==> src/design/cbd_pkg.sv <==
// shared types and constants for the cpu bus decoder
package cbd_pkg;

    typedef enum logic [1:0] {
        ACT_READ   = 2'd0,
        ACT_WRITE  = 2'd1,
        ACT_TICK   = 2'd2,
        ACT_BUTTON = 2'd3
    } act_t;

    typedef enum logic [2:0] {
        TGT_NONE = 3'd0,
        TGT_CART = 3'd1,
        TGT_RAM  = 3'd2,
        TGT_PPU  = 3'd3,
        TGT_PAD  = 3'd4,
        TGT_APU  = 3'd5,
        TGT_DMA  = 3'd6
    } tgt_t;

    localparam logic [15:0] RAM_TOP      = 16'h1FFF;
    localparam logic [15:0] PPU_TOP      = 16'h3FFF;
    localparam logic [15:0] APU_BASE     = 16'h4000;
    localparam logic [15:0] DMA_REG_ADDR = 16'h4014;
    localparam logic [15:0] APU_STATUS   = 16'h4015;
    localparam logic [15:0] PAD0_ADDR    = 16'h4016;
    localparam logic [15:0] PAD1_ADDR    = 16'h4017;
    localparam logic [4:0]  APU_STAT_OFF = 5'h15;
    localparam logic [7:0]  PAD_OPEN_BUS = 8'h40;
    localparam logic [7:0]  SHIFT_FILL   = 8'h80;
    localparam logic [2:0]  PHASE_A      = 3'd0;
    localparam logic [2:0]  PHASE_B      = 3'd3;
    localparam logic [2:0]  PHASE_LAST   = 3'd5;
    localparam logic [7:0]  DMA_LAST_OFF = 8'hFF;

    typedef struct packed {
        logic       rd;
        logic       port;
        logic       wr;
        logic       wbit;
        logic       upd;
        logic       idx;
        logic [7:0] mask;
        logic       pressed;
    } pad_req_t;

endpackage

==> src/design/cbd_pads.sv <==
// two serial pad ports with button latches and shift registers
module cbd_pads
    import cbd_pkg::*;
(
    input  logic     clk,
    input  logic     rst_n,
    input  pad_req_t req,
    output logic     rd_bit
);

    logic [7:0] buttons_reg [2];
    logic [7:0] buttons_next [2];
    logic [7:0] shift_reg [2];
    logic [7:0] shift_next [2];
    logic       strobe_reg;
    logic       strobe_next;

    always_comb
    begin
        buttons_next = buttons_reg;
        shift_next   = shift_reg;
        strobe_next  = strobe_reg;
        rd_bit       = strobe_reg ? buttons_reg[req.port][0] : shift_reg[req.port][0];
        if (req.rd && !strobe_reg)
        begin
            shift_next[req.port] = (shift_reg[req.port] >> 1) | SHIFT_FILL;
        end
        if (req.wr)
        begin
            strobe_next = req.wbit;
            if (req.wbit || strobe_reg)
            begin
                shift_next[0] = buttons_reg[0];
                shift_next[1] = buttons_reg[1];
            end
        end
        if (req.upd)
        begin
            if (req.pressed)
            begin
                buttons_next[req.idx] = buttons_reg[req.idx] | req.mask;
            end
            else
            begin
                buttons_next[req.idx] = buttons_reg[req.idx] & ~req.mask;
            end
            if (strobe_reg)
            begin
                shift_next[req.idx] = buttons_next[req.idx];
            end
        end
    end

    always_ff @(posedge clk or negedge rst_n)
    begin
        if (!rst_n)
        begin
            buttons_reg[0] <= '0;
            buttons_reg[1] <= '0;
            shift_reg[0]   <= '0;
            shift_reg[1]   <= '0;
            strobe_reg     <= 1'b0;
        end
        else
        begin
            buttons_reg <= buttons_next;
            shift_reg   <= shift_next;
            strobe_reg  <= strobe_next;
        end
    end

endmodule

==> config.mk <==
export PLATFORM = sky130hd
export DESIGN_NAME = cbd_pads
export DESIGN_NICKNAME = d
export VERILOG_FILES = /design/src/design/cbd_pkg.sv /design/src/design/cbd_pads.sv
export SDC_FILE = /design/constraint.sdc
export NUM_CORES = 1
export LEC_CHECK = 0
export BUFFER_PORTS_ARGS = -buffer_cell sky130_fd_sc_hd__buf_2
export CAP_MARGIN = 20
export CELL_PAD_IN_SITES_DETAIL_PLACEMENT = 1
export CELL_PAD_IN_SITES_GLOBAL_PLACEMENT = 1
export CORE_MARGIN = 8
export CORE_UTILIZATION = 50
export DETAILED_ROUTE_END_ITERATION = 8
export GPL_ROUTABILITY_DRIVEN = 0
export PLACE_DENSITY = 0.83
export SYNTH_ARGS = -nofsm -noshare
export SYNTH_HDL_FRONTEND = slang
export SYNTH_SLANG_ARGS = --single-unit
==> constraint.sdc <==
create_clock -name clk -period 2.9 [get_ports clk]
set_input_delay 0.435 -clock clk [delete_from_list [all_inputs] [get_ports clk]]
set_output_delay 0.435 -clock clk [all_outputs]
set_load 0.02 [all_outputs]
# [Yosys cells after proc, flatten, opt, wreduce, memory -nomap -nowiden]
# Index checks and enable logic that the tools add are counted.
[totals] ff_bits=33 word_cells=47 inputBits=17 output_inout_bits=1
[classes] bitwise=5 order_cmp=4 n_reduce_logical=5 mux=28
[ops] cell="2-to-1 mux 16 bit" count=7
[ops] cell="2-to-1 mux 8 bit" count=11
[ops] cell="bitwise mux 16 bit" count=4
[ops] cell="demux 8 bit (select 1 bit)" count=2
[ops] cell="AND 8 bit" count=1
[ops] cell="inverter 8 bit" count=1
[ops] cell="bitwise OR 8 bit" count=1
[ops] cell=">= comparator 2 bit, second input constant" count=2
[ops] cell="less-than comparator 2 x 1 -> 1 bit, second input constant" count=2
[ops] cell="2-to-1 mux 1 bit" count=4
[ops] cell="inverter 1 -> 2 bit" count=2
[ops] cell="logical AND 1 bit" count=3
[ops] cell="logical NOT 1 bit" count=1
[ops] cell="logical OR 1 bit" count=1

# [Logic depth before layout (Yosys ltp)]
[logic_depth] word_depth=14 depth_mapped=4 depth_no_buf=3

# [Worst setup path after synthesis]
# No wires, ideal clock.
[synth_path] kind="register to output" startpoint="register strobe_reg" endpoint="output rd_bit" slack_ns=1.300 path_stages_with_launch=3 t_required_ns=2.465 arrival_time_ns=1.165 path_buffers=1 cell_sequence="dfrtp_1 -> buf_2 -> mux4_2"
[synth_via] elab_chain_cells=1
[synth_rtl] item="start, declared" line_no="cbd_pads.sv:15" rtl="logic strobe_reg;"
[synth_rtl] item="start signal, assigned" line_no="cbd_pads.sv:68" rtl="strobe_reg <= strobe_next;"
[synth_rtl] item="2-to-1 mux 1 bit" line_no="cbd_pads.sv:23" rtl="rd_bit = strobe_reg ? buttons_reg[req.port][0] : shift_reg[req.port][0];"
[synth_rtl] item="end, declared" line_no="cbd_pads.sv:8" rtl="output logic rd_bit"
# No other way between the ends.

# [Worst setup path after layout]
# Same ends and word-level chain as after synthesis.

==> flow_metrics.env <==
export IMPL_nets=240
export IMPL_fp_row_count=23
export IMPL_grt_ovfl_total=0
export IMPL_areaGrowthSynthToFinish_pct=7.82
export IMPL_routedWlPerCell_um=21.5
export IMPL_hold_viol=0
export IMPL_crit_chain="mux4_2, buf_2"
export IMPL_slowest_delay_ns=0.66
export IMPL_period_share=0.725
export IMPL_tightest_slew_ns=0.763
export IMPL_antenna_found_initial=0
export IMPL_via_per_inst=6.63
export IMPL_die_h_um=81.2
export IMPL_post_cts_resized=0
export IMPL_n_antenna_cell=0
export IMPL_cts_sinks=33
export IMPL_peakVddDrop_mv=0.334
export IMPL_synthAdderAreaFrac=0
export IMPL_synth_xor_area_frac=0
export IMPL_wl_met1_mm=2.71
export IMPL_synth_area_leader_cell="dfrtp_1"
export IMPL_endpoint_kind="primary output"
export IMPL_period_needed_ns=2.10
export IMPL_grt_pass1_wl_mm=9.94
export IMPL_startpoint_type="flop"
export IMPL_post_cts_buffers=0
export IMPL_io_pins=18
export IMPL_synthSimpleGateAreaFrac=0.217
export IMPL_slew_viol_final=0
export IMPL_hp_class="input port to async pin"
export IMPL_seq_area_sq_um=826
export IMPL_cts_clk_slew_worst_paths_ns=0.07
export IMPL_synth_warnings=0
export IMPL_dieWidth_um=81.2
export IMPL_drc=0
export IMPL_final_common_cell="dfrtp_1"
export IMPL_critPathMaxFanout=19
export IMPL_dieArea_sq_um=6600
export IMPL_fin_util=0.565
export IMPL_grt_start_max_net_pins=34
export IMPL_port_buffers=17
export IMPL_wl_met2_mm=2.79
export IMPL_fillers=465
export IMPL_ys_ff_latch=33
export IMPL_cp_arrival_ns=1.67
export IMPL_insertion_delay_ns=0.29
export IMPL_synth_cell_area_sq_um=2130
export IMPL_fmax_mhz=476
export IMPL_cts_buffers=5
export IMPL_hpwl_mm=3.97
export IMPL_num_vias=1817
export IMPL_netlist_instances=214
export IMPL_outcome="complete, no violations"
export IMPL_clock_path_buffers=2
export IMPL_power_leakage_nw=0.940
export IMPL_cpMaxStageDelayCell="dfrtp_1"
export IMPL_dr_wl_met3_um=309
export IMPL_multi_input_area_sq_um=1230
export IMPL_dr_pass1_iters=4
export IMPL_crit_type="flop to primary output"
export IMPL_yosys_top_cells_area="dfrtp_1 (39%), mux2i_1 (7.5%), mux2_2 (5.8%)"
export IMPL_synth_top_area_share=0.388
export IMPL_synth_mux_area_frac=0.171
export IMPL_drive_above_1_share=0.179
export IMPL_finalSetupViolCount=0
export IMPL_drt_total_wl_mm=5.89
export IMPL_skew_ns=0.00988
export IMPL_power_mw=1.32
export IMPL_synthDistinctLibCells=31
export IMPL_root_buffer="clkbuf_8"
export IMPL_holdBufCountCts=0
export IMPL_powerDensity_nw_per_um2=575
export IMPL_avgSynthCellArea_sq_um=9.94
export IMPL_ant_nets=0
export IMPL_synth_top_family_by_area="simple AND/OR/NAND/NOR gates"
export IMPL_syn_nets=231
export IMPL_drv_cap=0
export IMPL_grt_pass1_vias=1900
export IMPL_core_sq_um=4060
export IMPL_rsz0062_at_grt="false"
export IMPL_htreeDepth=2
export IMPL_initial_utilization=0.524
export IMPL_grt_usage=0.195
export IMPL_top_layer_used="met4"
export IMPL_required_ns=2.47
export IMPL_tns_ns=0
export IMPL_synth_compound_area_frac=0.189
export IMPL_final_cell_mix="dfrtp_1 (33), nand2_1 (18), buf_2 (17), mux2i_1 (16)"
export IMPL_slew_limit_headroom=0.492
export IMPL_cts_tree="yes"
export IMPL_ys_seq_area_frac=0.388
export IMPL_drtIter0Drc=132
-- synth_stat cells, drive strengths merged --
master	count
nand3	1
mux2i	16
nor2	14
mux2	16
inv	1
o32ai	14
a311oi	1
and3b	1
and2b	1
o21ai	10
buf	9
dfrtp	33
or3b	1
o21a	9
a21oi	7
nand2b	7
nor2b	7
a21boi	7
o22ai	2
nand2	18
mux4	1
and4b	1
and2	2
nand4b	6
and4bb	1
nor4bb	12
nor4	1
clkbuf	7
a211oi	7
nand3b	1
-- worst max-delay path: cells and delay by family, from the launching register on --
kind / cells / cell delay [ns]
DFF: 1 / 0.66
muxes: 1 / 0.55
buffers and inverters: 1 / 0.17
-- cell type report --
cell class / count / area share
Clock inverter: 2 / 0.00436
Timing Repair Buffer: 18 / 0.0404
Multi-Input combinational cell: 164 / 0.535
Tap cell: 50 / 0.0273
Inverter: 1 / 0.00164
Sequential cell: 33 / 0.360
Clock buffer: 6 / 0.0316
-- path summary, 6_finish.rpt --
check	from	endpoint	slack (ns)	depth (start not counted)
max	strobe_reg	rd_bit	0.80	2
min	rst_n	buttons_reg[7]	0.21	1
max reg2reg	strobe_reg	shift_reg[7]	1.05	4
min reg2reg	buttons_reg[15]	buttons_reg[15]	0.54	1
max in group asynchronous	rst_n	strobe_reg	2.20	1
min in group clk	req[3]	buttons_reg[10]	0.49	3
-- report_power, final --
group,internal [mW],leakage [nW],switching (mW)
clock network,0.166,0.0450,0.177
logic,0.171,0.505,0.167
registers,0.554,0.389,0.0845
-- through the flow --
step / hold slack, ns / cells / area, sq um / setup slack, ns
3_3_place_gp: 0.514 / 266 / 2210 / 1.14
6_report: 0.210 / 274 / 2290 / 0.798
5_1_grt: 0.279 / 274 / 2290 / 0.703
2_1_floorplan: 0.139 / 214 / 2130 / 1.30
4_1_cts: 0.235 / 274 / 2290 / 0.788
3_5_place_dp: 0.526 / 266 / 2210 / 1.01
-- cells by family after synthesis --
kind of cell / count (synthesis)
AND/OR/NAND/NOR: 74
AO/OA/AOI/OAI: 57
multiplexers: 33
flip-flops: 33
buffers and inverters: 17
-- metal layers --
metal | global-route usage | up-vias
li1 | - | 826
met1 | 0.250 | 933
met2 | 0.315 | 49
met3 | 0.0442 | 9
met4 | 0.0661 | 0
met5 | 0 | -
(Power assumes the default switching activity.)
